==> config.mk <==
export PLATFORM = sky130hd
export DESIGN_NAME = tilt_gesture_detector_top
export DESIGN_NICKNAME = d
export VERILOG_FILES = /design/src/hdl/tgd_pkg.sv /design/src/hdl/tgd_ctrl.sv /design/src/hdl/tgd_dp.sv /design/src/hdl/tilt_gesture_detector_top.sv
export SDC_FILE = /design/constraint.sdc
export NUM_CORES = 2
export LEC_CHECK = 0
export ABC_AREA = 1
export BUFFER_PORTS_ARGS = -buffer_cell sky130_fd_sc_hd__buf_2
export CAP_MARGIN = 25
export CORE_MARGIN = 8
export CORE_UTILIZATION = 25
export CTS_CLUSTER_SIZE = 25
export DETAILED_ROUTE_END_ITERATION = 10
export GPL_TIMING_DRIVEN = 0
export PLACE_DENSITY = 0.44
export SYNTH_ARGS = -nofsm -noshare
export SYNTH_HDL_FRONTEND = slang
export SYNTH_SLANG_ARGS = --single-unit
==> constraint.sdc <==
create_clock -name clk -period 9.6 [get_ports clk]
set_input_delay 0 -clock clk [delete_from_list [all_inputs] [get_ports clk]]
set_output_delay 0 -clock clk [all_outputs]
set_load 0.01 [all_outputs]
==> src/hdl/tgd_pkg.sv <==
// Shared types, constants and tables of the tilt gesture detector.
// Used by the controller, the datapath, the top level and the checker.
package tgd_pkg;

	localparam int ANGLE_W      = 14;
	localparam int TILT_W       = 15;
	localparam int ACCEL_W      = 16;
	localparam int ACC_W        = 28;
	localparam int ROOT_W       = 28;
	localparam int CORDIC_STEPS = 20;
	localparam int ROOT_STEPS   = 28;
	localparam int CNT_W        = 5;

	localparam logic [ACC_W-1:0] QUARTER_TURN = 28'd47185920;
	localparam logic [26:0]      ROUND_HALF   = 27'd2048;

	localparam logic [24:0] ATAN_TAB [CORDIC_STEPS] = '{
		25'd23592960, 25'd13927738, 25'd7359034, 25'd3735561, 25'd1875029,
		25'd938429,   25'd469328,   25'd234678,  25'd117341,  25'd58671,
		25'd29335,    25'd14668,    25'd7334,    25'd3667,    25'd1833,
		25'd917,      25'd458,      25'd229,     25'd115,     25'd57
	};

	localparam logic [ANGLE_W-1:0] TRIGGER_RESET = 14'd2560;
	localparam logic [ANGLE_W-1:0] REARM_RESET   = 14'd1280;
	localparam logic [ANGLE_W-1:0] LEAN_RESET    = 14'd640;

	localparam logic [1:0] REG_TRIGGER = 2'd0;
	localparam logic [1:0] REG_REARM   = 2'd1;
	localparam logic [1:0] REG_LEAN    = 2'd2;

	localparam logic [1:0] DIR_LEFT  = 2'd0;
	localparam logic [1:0] DIR_RIGHT = 2'd1;
	localparam logic [1:0] DIR_UP    = 2'd2;
	localparam logic [1:0] DIR_DOWN  = 2'd3;

	localparam logic [3:0] IND_FLAT       = 4'd0;
	localparam logic [3:0] IND_LEAN_LEFT  = 4'd1;
	localparam logic [3:0] IND_LEAN_RIGHT = 4'd2;
	localparam logic [3:0] IND_LEAN_UP    = 4'd3;
	localparam logic [3:0] IND_LEAN_DOWN  = 4'd4;
	localparam logic [3:0] IND_MOVE_LEFT  = 4'd5;
	localparam logic [3:0] IND_MOVE_RIGHT = 4'd6;
	localparam logic [3:0] IND_MOVE_UP    = 4'd7;
	localparam logic [3:0] IND_MOVE_DOWN  = 4'd8;

	typedef enum logic {
		AXIS_PITCH,
		AXIS_ROLL
	} tgd_axis_t;

	typedef enum logic [2:0] {
		ST_IDLE,
		ST_SQUARE,
		ST_ROOT_LOAD,
		ST_ROOT,
		ST_CORDIC_LOAD,
		ST_CORDIC,
		ST_STORE,
		ST_FINISH
	} tgd_state_t;

	typedef struct packed {
		logic             load;
		logic             square;
		logic             root_load;
		logic             root_step;
		logic             cordic_load;
		logic             cordic_step;
		logic             store;
		logic             finish;
		tgd_axis_t        axis;
		logic [CNT_W-1:0] step;
	} tgd_cmd_t;

	typedef struct packed {
		logic ok;
		logic out_busy;
	} tgd_stat_t;

endpackage

==> src/hdl/tgd_ctrl.sv <==
// Sequencing state machine of the tilt gesture detector.
// Depends on tgd_pkg; drives the datapath through tgd_cmd_t.
module tgd_ctrl import tgd_pkg::*; (
	input  logic      clk,
	input  logic      arst_n,
	input  logic      in_valid,
	output logic      in_stall,
	input  tgd_stat_t stat,
	output tgd_cmd_t  cmd
);

	tgd_state_t       state_q, state_d;
	tgd_axis_t        axis_q, axis_d;
	logic [CNT_W-1:0] cnt_q, cnt_d;

	always_ff @(posedge clk or negedge arst_n) begin
		if (!arst_n) begin
			state_q <= ST_IDLE;
			axis_q  <= AXIS_PITCH;
			cnt_q   <= '0;
		end else begin
			state_q <= state_d;
			axis_q  <= axis_d;
			cnt_q   <= cnt_d;
		end
	end

	always_comb begin
		state_d  = state_q;
		axis_d   = axis_q;
		cnt_d    = cnt_q;
		cmd      = '0;
		cmd.axis = axis_q;
		cmd.step = cnt_q;
		in_stall = 1'b1;
		case (state_q)
			ST_IDLE: begin
				in_stall = 1'b0;
				if (in_valid) begin
					cmd.load = 1'b1;
					axis_d   = AXIS_PITCH;
					state_d  = ST_SQUARE;
				end
			end
			ST_SQUARE: begin
				if (!stat.ok) begin
					state_d = ST_FINISH;
				end else begin
					cmd.square = 1'b1;
					state_d    = ST_ROOT_LOAD;
				end
			end
			ST_ROOT_LOAD: begin
				cmd.root_load = 1'b1;
				cnt_d         = '0;
				state_d       = ST_ROOT;
			end
			ST_ROOT: begin
				cmd.root_step = 1'b1;
				if (cnt_q == CNT_W'(ROOT_STEPS - 1)) begin
					cnt_d   = '0;
					state_d = ST_CORDIC_LOAD;
				end else begin
					cnt_d = cnt_q + 1'b1;
				end
			end
			ST_CORDIC_LOAD: begin
				cmd.cordic_load = 1'b1;
				state_d         = ST_CORDIC;
			end
			ST_CORDIC: begin
				cmd.cordic_step = 1'b1;
				if (cnt_q == CNT_W'(CORDIC_STEPS - 1)) begin
					cnt_d   = '0;
					state_d = ST_STORE;
				end else begin
					cnt_d = cnt_q + 1'b1;
				end
			end
			ST_STORE: begin
				cmd.store = 1'b1;
				if (axis_q == AXIS_PITCH) begin
					axis_d  = AXIS_ROLL;
					state_d = ST_SQUARE;
				end else begin
					state_d = ST_FINISH;
				end
			end
			ST_FINISH: begin
				if (!stat.out_busy) begin
					cmd.finish = 1'b1;
					state_d    = ST_IDLE;
				end
			end
			default: begin
				state_d = ST_IDLE;
			end
		endcase
	end

endmodule

==> src/hdl/tgd_dp.sv <==
// Datapath: squares, bit-serial square root, vectoring CORDIC, gesture
// decision, configuration registers and the result register. Uses tgd_pkg.
module tgd_dp import tgd_pkg::*; (
	input  logic                      clk,
	input  logic                      arst_n,
	input  tgd_cmd_t                  cmd,
	output tgd_stat_t                 stat,
	input  logic                      sample_ok,
	input  logic signed [ACCEL_W-1:0] accel_x,
	input  logic signed [ACCEL_W-1:0] accel_y,
	input  logic signed [ACCEL_W-1:0] accel_z,
	input  logic                      cfg_valid,
	input  logic [1:0]                cfg_index,
	input  logic [ANGLE_W-1:0]        cfg_data,
	input  logic                      out_stall,
	output logic                      out_valid,
	output logic                      move_fired,
	output logic [1:0]                move_dir,
	output logic [3:0]                indication,
	output logic signed [TILT_W-1:0]  tilt_angle
);

	logic                      ok_q;
	logic signed [ACCEL_W-1:0] x_q, y_q, z_q;
	logic [30:0]               sq_b_q, sq_c_q;
	logic [55:0]               v_q;
	logic [29:0]               rem_q;
	logic [ROOT_W-1:0]         root_q;
	logic signed [31:0]        cx_q, cy_q;
	logic signed [ACC_W-1:0]   acc_q;
	logic [ANGLE_W-1:0]        pmag_q, rmag_q;
	logic                      pneg_q, rneg_q;
	logic [ANGLE_W-1:0]        trig_q, rearm_q, lean_q;
	logic                      pending_q;
	logic                      out_valid_q;
	logic                      fired_q;
	logic [1:0]                dir_q;
	logic [3:0]                ind_q;
	logic signed [TILT_W-1:0]  tilt_q;

	// operand selection per axis
	logic signed [ACCEL_W-1:0] sel_a, sel_b;
	logic signed [31:0]        prod_b, prod_c;
	logic [31:0]               sum_sq;
	logic signed [ACCEL_W:0]   a_ext;
	logic [ACCEL_W:0]          abs_a;

	assign sel_a  = (cmd.axis == AXIS_PITCH) ? x_q : y_q;
	assign sel_b  = (cmd.axis == AXIS_PITCH) ? y_q : x_q;
	assign prod_b = 32'(sel_b) * 32'(sel_b);
	assign prod_c = 32'(z_q) * 32'(z_q);
	assign sum_sq = {1'b0, sq_b_q} + {1'b0, sq_c_q};
	assign a_ext  = {sel_a[ACCEL_W-1], sel_a};
	assign abs_a  = a_ext[ACCEL_W] ? $unsigned(-a_ext) : $unsigned(a_ext);

	// square root step
	logic [31:0] rem_sh, trial, rem_sub;
	logic        take;

	assign rem_sh  = {rem_q, v_q[55:54]};
	assign trial   = {2'b00, root_q, 2'b01};
	assign take    = rem_sh >= trial;
	assign rem_sub = rem_sh - trial;

	// CORDIC step
	logic signed [31:0]      dx, dy;
	logic signed [ACC_W-1:0] atan_i;

	assign dx     = cy_q >>> cmd.step;
	assign dy     = cx_q >>> cmd.step;
	assign atan_i = $signed({3'b000, ATAN_TAB[cmd.step]});

	// clamp and round the accumulated angle
	logic [25:0]        acc_c;
	logic [26:0]        acc_r;
	logic [ANGLE_W-1:0] mag;

	always_comb begin
		if (acc_q[ACC_W-1]) begin
			acc_c = '0;
		end else if (acc_q > $signed(QUARTER_TURN)) begin
			acc_c = QUARTER_TURN[25:0];
		end else begin
			acc_c = acc_q[25:0];
		end
		acc_r = {1'b0, acc_c} + ROUND_HALF;
		mag   = (sel_a == '0) ? '0 : acc_r[25:12];
	end

	// gesture decision
	logic               pitch_dom, dneg, past, leaned, rearmed, pend_eff, fire;
	logic [ANGLE_W-1:0] dmag;
	logic [1:0]         dir;
	logic [3:0]         move_ind, lean_ind, ind;
	logic [TILT_W-1:0]  tilt;

	always_comb begin
		pitch_dom = pmag_q > rmag_q;
		dmag      = pitch_dom ? pmag_q : rmag_q;
		dneg      = pitch_dom ? pneg_q : rneg_q;
		past      = dmag > trig_q;
		leaned    = dmag > lean_q;
		if (pitch_dom) begin
			dir      = dneg ? DIR_UP : DIR_DOWN;
			lean_ind = dneg ? IND_LEAN_UP : IND_LEAN_DOWN;
		end else begin
			dir      = dneg ? DIR_LEFT : DIR_RIGHT;
			lean_ind = dneg ? IND_LEAN_LEFT : IND_LEAN_RIGHT;
		end
		case (dir)
			DIR_LEFT:  move_ind = IND_MOVE_LEFT;
			DIR_RIGHT: move_ind = IND_MOVE_RIGHT;
			DIR_UP:    move_ind = IND_MOVE_UP;
			DIR_DOWN:  move_ind = IND_MOVE_DOWN;
			default:   move_ind = IND_FLAT;
		endcase
		if (past) begin
			ind = move_ind;
		end else if (leaned) begin
			ind = lean_ind;
		end else begin
			ind = IND_FLAT;
		end
		rearmed  = pending_q && (pmag_q < rearm_q) && (rmag_q < rearm_q);
		pend_eff = pending_q && !rearmed;
		fire     = !pend_eff && past;
		tilt     = dneg ? TILT_W'(-{1'b0, dmag}) : {1'b0, dmag};
	end

	always_ff @(posedge clk) begin
		if (cmd.load) begin
			ok_q <= sample_ok;
			x_q  <= accel_x;
			y_q  <= accel_y;
			z_q  <= accel_z;
		end
		if (cmd.square) begin
			sq_b_q <= prod_b[30:0];
			sq_c_q <= prod_c[30:0];
		end
		if (cmd.root_load) begin
			v_q    <= {sum_sq, 24'd0};
			rem_q  <= '0;
			root_q <= '0;
		end else if (cmd.root_step) begin
			v_q <= {v_q[53:0], 2'b00};
			if (take) begin
				rem_q  <= rem_sub[29:0];
				root_q <= {root_q[ROOT_W-2:0], 1'b1};
			end else begin
				rem_q  <= rem_sh[29:0];
				root_q <= {root_q[ROOT_W-2:0], 1'b0};
			end
		end
		if (cmd.cordic_load) begin
			cx_q  <= $signed({4'b0000, root_q});
			cy_q  <= $signed({3'b000, abs_a, 12'd0});
			acc_q <= '0;
		end else if (cmd.cordic_step) begin
			if (!cy_q[31]) begin
				cx_q  <= cx_q + dx;
				cy_q  <= cy_q - dy;
				acc_q <= acc_q + atan_i;
			end else begin
				cx_q  <= cx_q - dx;
				cy_q  <= cy_q + dy;
				acc_q <= acc_q - atan_i;
			end
		end
		if (cmd.store) begin
			if (cmd.axis == AXIS_PITCH) begin
				pmag_q <= mag;
				pneg_q <= sel_a[ACCEL_W-1];
			end else begin
				rmag_q <= mag;
				rneg_q <= sel_a[ACCEL_W-1];
			end
		end
		if (cmd.finish) begin
			if (ok_q) begin
				fired_q <= fire;
				dir_q   <= fire ? dir : DIR_LEFT;
				ind_q   <= ind;
				tilt_q  <= $signed(tilt);
			end else begin
				fired_q <= 1'b0;
				dir_q   <= DIR_LEFT;
				ind_q   <= IND_FLAT;
				tilt_q  <= '0;
			end
		end
	end

	always_ff @(posedge clk or negedge arst_n) begin
		if (!arst_n) begin
			trig_q      <= TRIGGER_RESET;
			rearm_q     <= REARM_RESET;
			lean_q      <= LEAN_RESET;
			pending_q   <= 1'b0;
			out_valid_q <= 1'b0;
		end else begin
			if (cfg_valid) begin
				case (cfg_index)
					REG_TRIGGER: trig_q  <= cfg_data;
					REG_REARM:   rearm_q <= cfg_data;
					REG_LEAN:    lean_q  <= cfg_data;
					default:     ;
				endcase
			end
			if (cmd.finish && ok_q) begin
				pending_q <= fire || pend_eff;
			end
			if (cmd.finish) begin
				out_valid_q <= 1'b1;
			end else if (!out_stall) begin
				out_valid_q <= 1'b0;
			end
		end
	end

	assign stat.ok       = ok_q;
	assign stat.out_busy = out_valid_q && out_stall;

	assign out_valid  = out_valid_q;
	assign move_fired = fired_q;
	assign move_dir   = dir_q;
	assign indication = ind_q;
	assign tilt_angle = tilt_q;

endmodule

==> src/hdl/tilt_gesture_detector_top.sv <==
// Top level of the tilt gesture detector: controller plus datapath.
// Depends on tgd_pkg, tgd_ctrl and tgd_dp.
//
// One sample is worked at a time. Per axis a good sample passes through
// squaring, a bit-serial square root and a CORDIC with load and store
// states, run first for pitch and then for roll on the same unit,
// followed by the decision. A failed read goes straight to the decision,
// which waits while an earlier result is still stalled. The result sits in
// an output register, so the next sample is taken while it waits for its
// transfer. Configuration writes are always ready and are meant for when
// the block is idle; an index past the last register is dropped.
module tilt_gesture_detector_top import tgd_pkg::*; (
	input  logic                      clk,
	input  logic                      arst_n,
	input  logic                      in_valid,
	output logic                      in_stall,
	input  logic                      sample_ok,
	input  logic signed [ACCEL_W-1:0] accel_x,
	input  logic signed [ACCEL_W-1:0] accel_y,
	input  logic signed [ACCEL_W-1:0] accel_z,
	output logic                      out_valid,
	input  logic                      out_stall,
	output logic                      move_fired,
	output logic [1:0]                move_dir,
	output logic [3:0]                indication,
	output logic signed [TILT_W-1:0]  tilt_angle,
	input  logic                      cfg_valid,
	output logic                      cfg_ready,
	input  logic [1:0]                cfg_index,
	input  logic [ANGLE_W-1:0]        cfg_data
);

	tgd_cmd_t  cmd;
	tgd_stat_t stat;

	assign cfg_ready = 1'b1;

	tgd_ctrl u_ctrl (
		.clk      (clk),
		.arst_n   (arst_n),
		.in_valid (in_valid),
		.in_stall (in_stall),
		.stat     (stat),
		.cmd      (cmd)
	);

	tgd_dp u_dp (
		.clk        (clk),
		.arst_n     (arst_n),
		.cmd        (cmd),
		.stat       (stat),
		.sample_ok  (sample_ok),
		.accel_x    (accel_x),
		.accel_y    (accel_y),
		.accel_z    (accel_z),
		.cfg_valid  (cfg_valid && cfg_ready),
		.cfg_index  (cfg_index),
		.cfg_data   (cfg_data),
		.out_stall  (out_stall),
		.out_valid  (out_valid),
		.move_fired (move_fired),
		.move_dir   (move_dir),
		.indication (indication),
		.tilt_angle (tilt_angle)
	);

endmodule

=== Yosys cells after proc, flatten, opt, wreduce, memory -nomap -nowiden ===
Memories as Yosys holds them, arrays and structs flattened.
Cells that the tools add are included.

* Bits in registers: 398
* Latch bits: 0
* Memory bits (writable): 0
* ROM bits: 800
* Logic and storage cells: 160
* Memories kept: 1

{| class="wikitable"
|+ Memories
! memory !! depth !! width !! read ports !! clocked after Yosys merged registers in !! wr ports !! RTL line !! source
|-
| (name not given) || 32 || 25 || 1 || 0 || 0 || tgd_dp.sv:71 || <nowiki>assign atan_i = $signed({3'b000, ATAN_TAB[cmd.step]});</nowiki>
|}

* Add/sub/neg operators: 12
* Multipliers: 2
* Div/mod/pow operators: 0
* Order comparisons: 8
* Eq/ne operators: 19
* Shift-type cells: 2
* Mux-type cells: 57
* Bitwise logic cells: 2
* Reduce and logical (&&, ||, !) cells: 26

{| class="wikitable"
|+ Operators with widths
! kind !! count
|-
| two-way mux 56 bit || 2
|-
| two-way mux 28 bit || 3
|-
| adder 32 bit || 2
|-
| two-way mux 32 bit || 2
|-
| >>> shifter 32 x 5 -> 32 bit || 2
|-
| subtractor 32 bit || 2
|-
| multiplier 16 x 16 -> 31 bit || 2
|-
| two-way mux 29 bit || 2
|-
| two-way mux 26 bit || 2
|-
| two-way mux 25 bit || 2
|-
| greater-than comparator 14 bit || 3
|-
| two-way mux 14 bit || 3
|-
| adder 31 x 31 -> 32 bit || 1
|-
| >= comparator 32 x 30 -> 1 bit || 1
|-
| two-way mux 16 bit || 2
|-
| two-way mux 30 bit || 1
|-
| subtractor 30 bit || 1
|-
| adder 28 x 26 -> 28 bit || 1
|-
| greater-than comparator 28 x 27 -> 1 bit, second input constant || 1
|-
| < comparator 14 bit || 2
|-
| subtractor 28 x 26 -> 28 bit || 1
|-
| adder 26 x 12 -> 26 bit, second input constant || 1
|-
| case mux 3 bit (8 select lines) || 1
|-
| two-way mux 3 bit || 7
|-
| other kinds (32) || 81
|}

=== Depth between registers and ports, before layout ===
* Word-level depth: 8
* Depth in mapped cells: 36
* Depth with buffers taken out: 34

=== Modules after synthesis ===
From an unflattened synthesis, not the netlist that was laid out.

* Cell total of the unflattened synthesis: 6413
* Area total of the unflattened synthesis: 48621.6 sq um

{| class="wikitable"
|+ By module, submodules not included
! module !! times used !! cells an instance !! area each (sq um)
|-
| tgd_dp || 1 || 6318 || 47877.2
|-
| tgd_ctrl || 1 || 93 || 733.2
|-
| tilt_gesture_detector_top || 1 || 2 || 11.3
|}

=== Worst setup path after synthesis ===
No wires, ideal clock.

* Kind: register to register
* Start point: reg u_ctrl.axis_q
* End point: reg u_dp.sq_b_q[27], data pin
* Arrival time: 6.820 ns
* Setup slack: 2.518 ns
* Stages on the path, launching flop included: 30
* Buffers on the path: 4
* Clock period less this slack: 7.082 ns
* Cell sequence: dfrtp_1 > buf_2 > buf_2 > buf_2 > buf_2 > o21ai_1 > inv_1 > nor2_1 > inv_1 > fa_1 > inv_1 > fa_1 > inv_1 > fa_1 > inv_1 > fa_1 > fa_1 > inv_1 > fa_1 > inv_1 > ha_1 > a21oi_1 > o21ai_0 > a21o_1 > a21oi_1 > o21ai_0 > a21oi_1 > o21ai_0 > a21oi_1 > xor2_1

* Longest elaborated chain between the ends: 2

{| class="wikitable"
|+ Ends and longest elaborated chain
! what !! RTL line !! source
|-
| start: declaration || tgd_ctrl.sv:13 || <nowiki>tgd_axis_t axis_q, axis_d;</nowiki>
|-
| start signal: assignment || tgd_ctrl.sv:23 || <nowiki>axis_q <= axis_d;</nowiki>
|-
| two-way mux 16 bit || tgd_dp.sv:49 || <nowiki>assign sel_b = (cmd.axis == AXIS_PITCH) ? y_q : x_q;</nowiki>
|-
| multiplier 16 x 16 -> 31 bit || tgd_dp.sv:50 || <nowiki>assign prod_b = 32'(sel_b) * 32'(sel_b);</nowiki>
|-
| net u_dp.prod_b[27] || tgd_dp.sv:43 || <nowiki>logic signed [31:0] prod_b, prod_c;</nowiki>
|-
| end signal: assignment || tgd_dp.sv:138 || <nowiki>sq_b_q <= prod_b[30:0];</nowiki>
|-
| end: declaration || tgd_dp.sv:25 || <nowiki>logic [30:0] sq_b_q, sq_c_q;</nowiki>
|}

The timed path passes the listed nets, and every way through them passes these cells.
A chain may end at the register's enable or synchronous reset.

=== Worst setup path in the final report ===
Same ends and word-level chain as after synthesis.

==> impl_metrics.py <==
metrics = {
    "synth": {
        "syn_area_per_cell_sq_um": 7.67,
        "synth_edf_count": 238,
        "synth_area_sq_um": 48200,
        "synthCells": 6284,
        "synth_top_area_cell": "fa_1",
        "synth_cell_types": 69,
        "ys_ff_latch": 396,
        "synth_fp_nets": 7212,
        "synth.top_cells.by_count": "nand2_1 (1268), inv_1 (1171), fa_1 (465)",
        "synth_warnings": 0,
        "synthMostInstantiatedCell": "nand2_1",
        "synthTopCellsByArea": "fa_1 (19%), edfxtp_1 (15%), ha_1 (10%), nand2_1 (9.9%), inv_1 (9.1%)",
        "ys_seq_area_frac": 0.220,
        "synthArstFlopShare": 0.134,
        "ys.flop_type": "edfxtp_1",
        "synth_top_area_share": 0.193,
    },
    "sta": {
        "max_slew.worst_pin.slew_ps": 1170,
        "fin_worst_skew_ps": 43.5,
        "max_slew_margin": 0.223,
        "rsz0062_at_grt": "false",
        "hold_viol": 0,
        "slew_violations": 0,
        "finalCritPeriodShare": 0.924,
        "setup_violations": 0,
        "finalWorstSetupSlack_ps": 731,
        "post-route-min-period_ps": 8870,
        "fmax_mhz": 113,
    },
    "setup_path": {
        "cp_max_fo": 10,
        "critPathCaptureType": "register",
        "worstReg2RegEnd": "u_dp.sq_b_q[27]",
        "start_kind": "register",
        "worstSetupEndpoint": "u_dp.sq_b_q[27]",
        "cp_top_family": "adder cells",
        "worstSetupPathType": "register to register",
        "r2r_slack_ps": 730,
        "crit_top_cell": "inv_1",
        "crit_slowest_cell": "dfrtp_1",
        "worstPathArrival_ps": 9300,
        "cp-startpoint": "u_ctrl.axis_q",
        "crit_path_max_incr_delay_ps": 760,
        "cp.required_ps": 10030,
        "reg2reg_depth": 30,
        "critPathBufInv": 12,
        "timing.rr.start": "u_ctrl.axis_q",
        "path_depth": 30,
    },
    "floorplanning": {
        "fp.dieH_um": 455,
        "rows": 161,
        "die_w_um": 455,
        "design.core.area_sq_um": 192000,
        "dieArea_sq_um": 207000,
        "io_pins": 95,
        "initial_core_util": 0.251,
    },
    "routing": {
        "drt_iter0_drc": 3026,
        "drtAntennaViolNets": 0,
        "drt_wl_total_mm": 170,
        "wl_per_cell_um": 18.6,
        "drcViolationCount": 0,
        "drt_pass1_iterations": 6,
        "routedLengthMet1_mm": 76.9,
        "wl_met3_mm": 8.12,
        "num_vias": 42500,
        "viasPerCell": 4.65,
        "routed.top_layer": "met5",
        "routed-wl-met2_mm": 80.9,
    },
    "final_layout": {
        "fin_nets": 7504,
        "fin_area_sq_um": 55300,
        "syn_to_final_growth_pct": 14.8,
        "layout.cells.non_filler": 9151,
        "drive_gt1_frac": 0.0634,
        "post-route-util": 0.288,
    },
    "global_routing": {
        "grt_max_degree": 55,
        "grt_pass1_vias": 43700,
        "grt_pass1_wl_mm": 260,
        "grt_overflow_total": 0,
        "grtUsageTotal": 0.162,
        "antenna_found_initial": 4,
    },
    "clock_network": {
        "numCtsBuffers": 55,
        "insertion_delay_ps": 700,
        "cts_setup_buffers": 0,
        "path_clk_slew_ps": 60,
        "clock_sinks": 396,
        "ctsResizeCount": 0,
        "cts_tree": "yes",
        "htree_levels": 2,
        "clock_path_buffers": 3,
        "ctsHoldBuffers": 111,
        "ctsRootBufferMaster": "clkbuf_16",
    },
    "min_path": {
        "worstHoldPathType": "primary input to register",
    },
    "placed_design": {
        "portBuffers": 93,
        "place_area_sq_um": 52200,
        "hpwl_mm": 140,
        "dp_slack_ps": 646,
        "gp_congestion": 0.976,
        "dp.cells": 8927,
    },
    "job": {
        "drv_cap": 0,
    },
    "status": {
        "outcome": "finished clean",
    },
}
-- registers in the layout (all words and copies together) (netlist names), 2 cells and up --
signal,flops
u_dp.cy_q,32
u_dp.y_q,16
u_dp.v_q,32
u_dp.pmag_q,14
u_dp.rem_q,30
u_dp.z_q,16
u_dp.acc_q,28
u_dp.rearm_q,14
u_dp.sq_b_q,30
u_dp.cx_q,32
u_dp.lean_q,14
u_dp.x_q,16
u_dp.indication,4
u_dp.sq_c_q,30
u_ctrl.cnt_q,5
u_dp.move_dir,2
u_ctrl.state_q,3
u_dp.rmag_q,14
u_dp.trig_q,14
u_dp.root_q,28
u_dp.tilt_angle,15
-- through the flow --
step | setup TNS, ps | hold slack, ps
3_3_place_gp | -66.1 | 179
2_1_floorplan | 0 | -296
3_5_place_dp | 0 | 3.76
5_1_grt | 0 | 35.9
6_report | 0 | 56.4
4_1_cts | 0 | 1.24
-- how the worst min path moves through the flow --
stage           startpoint        endpoint  slack, ps  depth (start not counted)
3_3_place_gp    accel_z[3]     u_dp.z_q[3]        180                          1
3_5_place_dp        arst_n  u_dp.lean_q[3]          4                          1
4_1_cts         accel_y[3]     u_dp.y_q[3]          1                          2
2_1_floorplan       arst_n   u_ctrl.axis_q       -300                          0
6_report       accel_y[11]    u_dp.y_q[11]         60                          2
5_1_grt        accel_y[13]    u_dp.y_q[13]         40                          2
-- kinds of logic (layout without fill, tap and decap cells) --
kind of cell / count (synthesis) / count (layout) / synth area share
and+or+nand+nor: 2340 / 2340 / 0.208
buffers and inverters: 1381 / 1720 / 0.111
AOI/OAI and AO/OA: 1053 / 1053 / 0.120
adders and majority gates: 858 / 858 / 0.295
DFF: 396 / 396 / 0.220
xor gates and xnor gates: 253 / 253 / 0.0460
muxes: 2 / 2 / 0.000415
other: 1 / 3 / 0.0000778
-- cells in the final DEF, fill, tap and decap left out, types with 14 or more instances in the layout --
cell type      synthesis  final
a21o_1                31     31
a21oi_1              384    383
a31oi_1               27     27
buf_2                 39    133
buf_6                 13     17
buf_8                  0     14
clkbuf_1             120    124
clkbuf_16              0     55
clkinv_1               7     15
dfrtp_1               47     47
dfxtp_1              105    105
dlygate4sd3_1          0    111
edfxtp_1             238    238
fa_1                 465    465
ha_1                 393    393
inv_1               1171   1170
nand2_1             1268   1268
nand2_2               28     28
nand3_1              415    415
nand4_1               51     51
nor2_1               398    395
nor2_2                13     14
nor3_1                60     59
nor4_1                20     20
o211ai_1              18     18
o21a_1                17     17
o21ai_0              431    431
o21ai_1               36     36
o21bai_1              18     18
or2_2                 43     43
xnor2_1              114    114
xor2_1               139    139
-- cell type report --
type / instances / area (sq um)
Clock inverter: 43 / 513
Sequential cell: 396 / 10600
Tap cell: 2526 / 3160
Multi-Input combinational cell: 4507 / 32300
Timing Repair Buffer: 235 / 2000
Antenna cell: 2 / 5.00
Buffer: 189 / 886
Inverter: 1192 / 4480
Clock buffer: 61 / 1410
Fill cell: 21000 / 137000
-- routing by layer --
| layer | vias to the layer above | global-route usage |
|---|---|---|
| met5 | - | 0 |
| met4 | 2 | 0.0448 |
| met2 | 942 | 0.277 |
| met3 | 203 | 0.0212 |
| li1 | 20800 | - |
| met1 | 20600 | 0.214 |
Power is not shown: default switching activity piles up to over one toggle a cycle in this logic, so the estimate is an artifact.
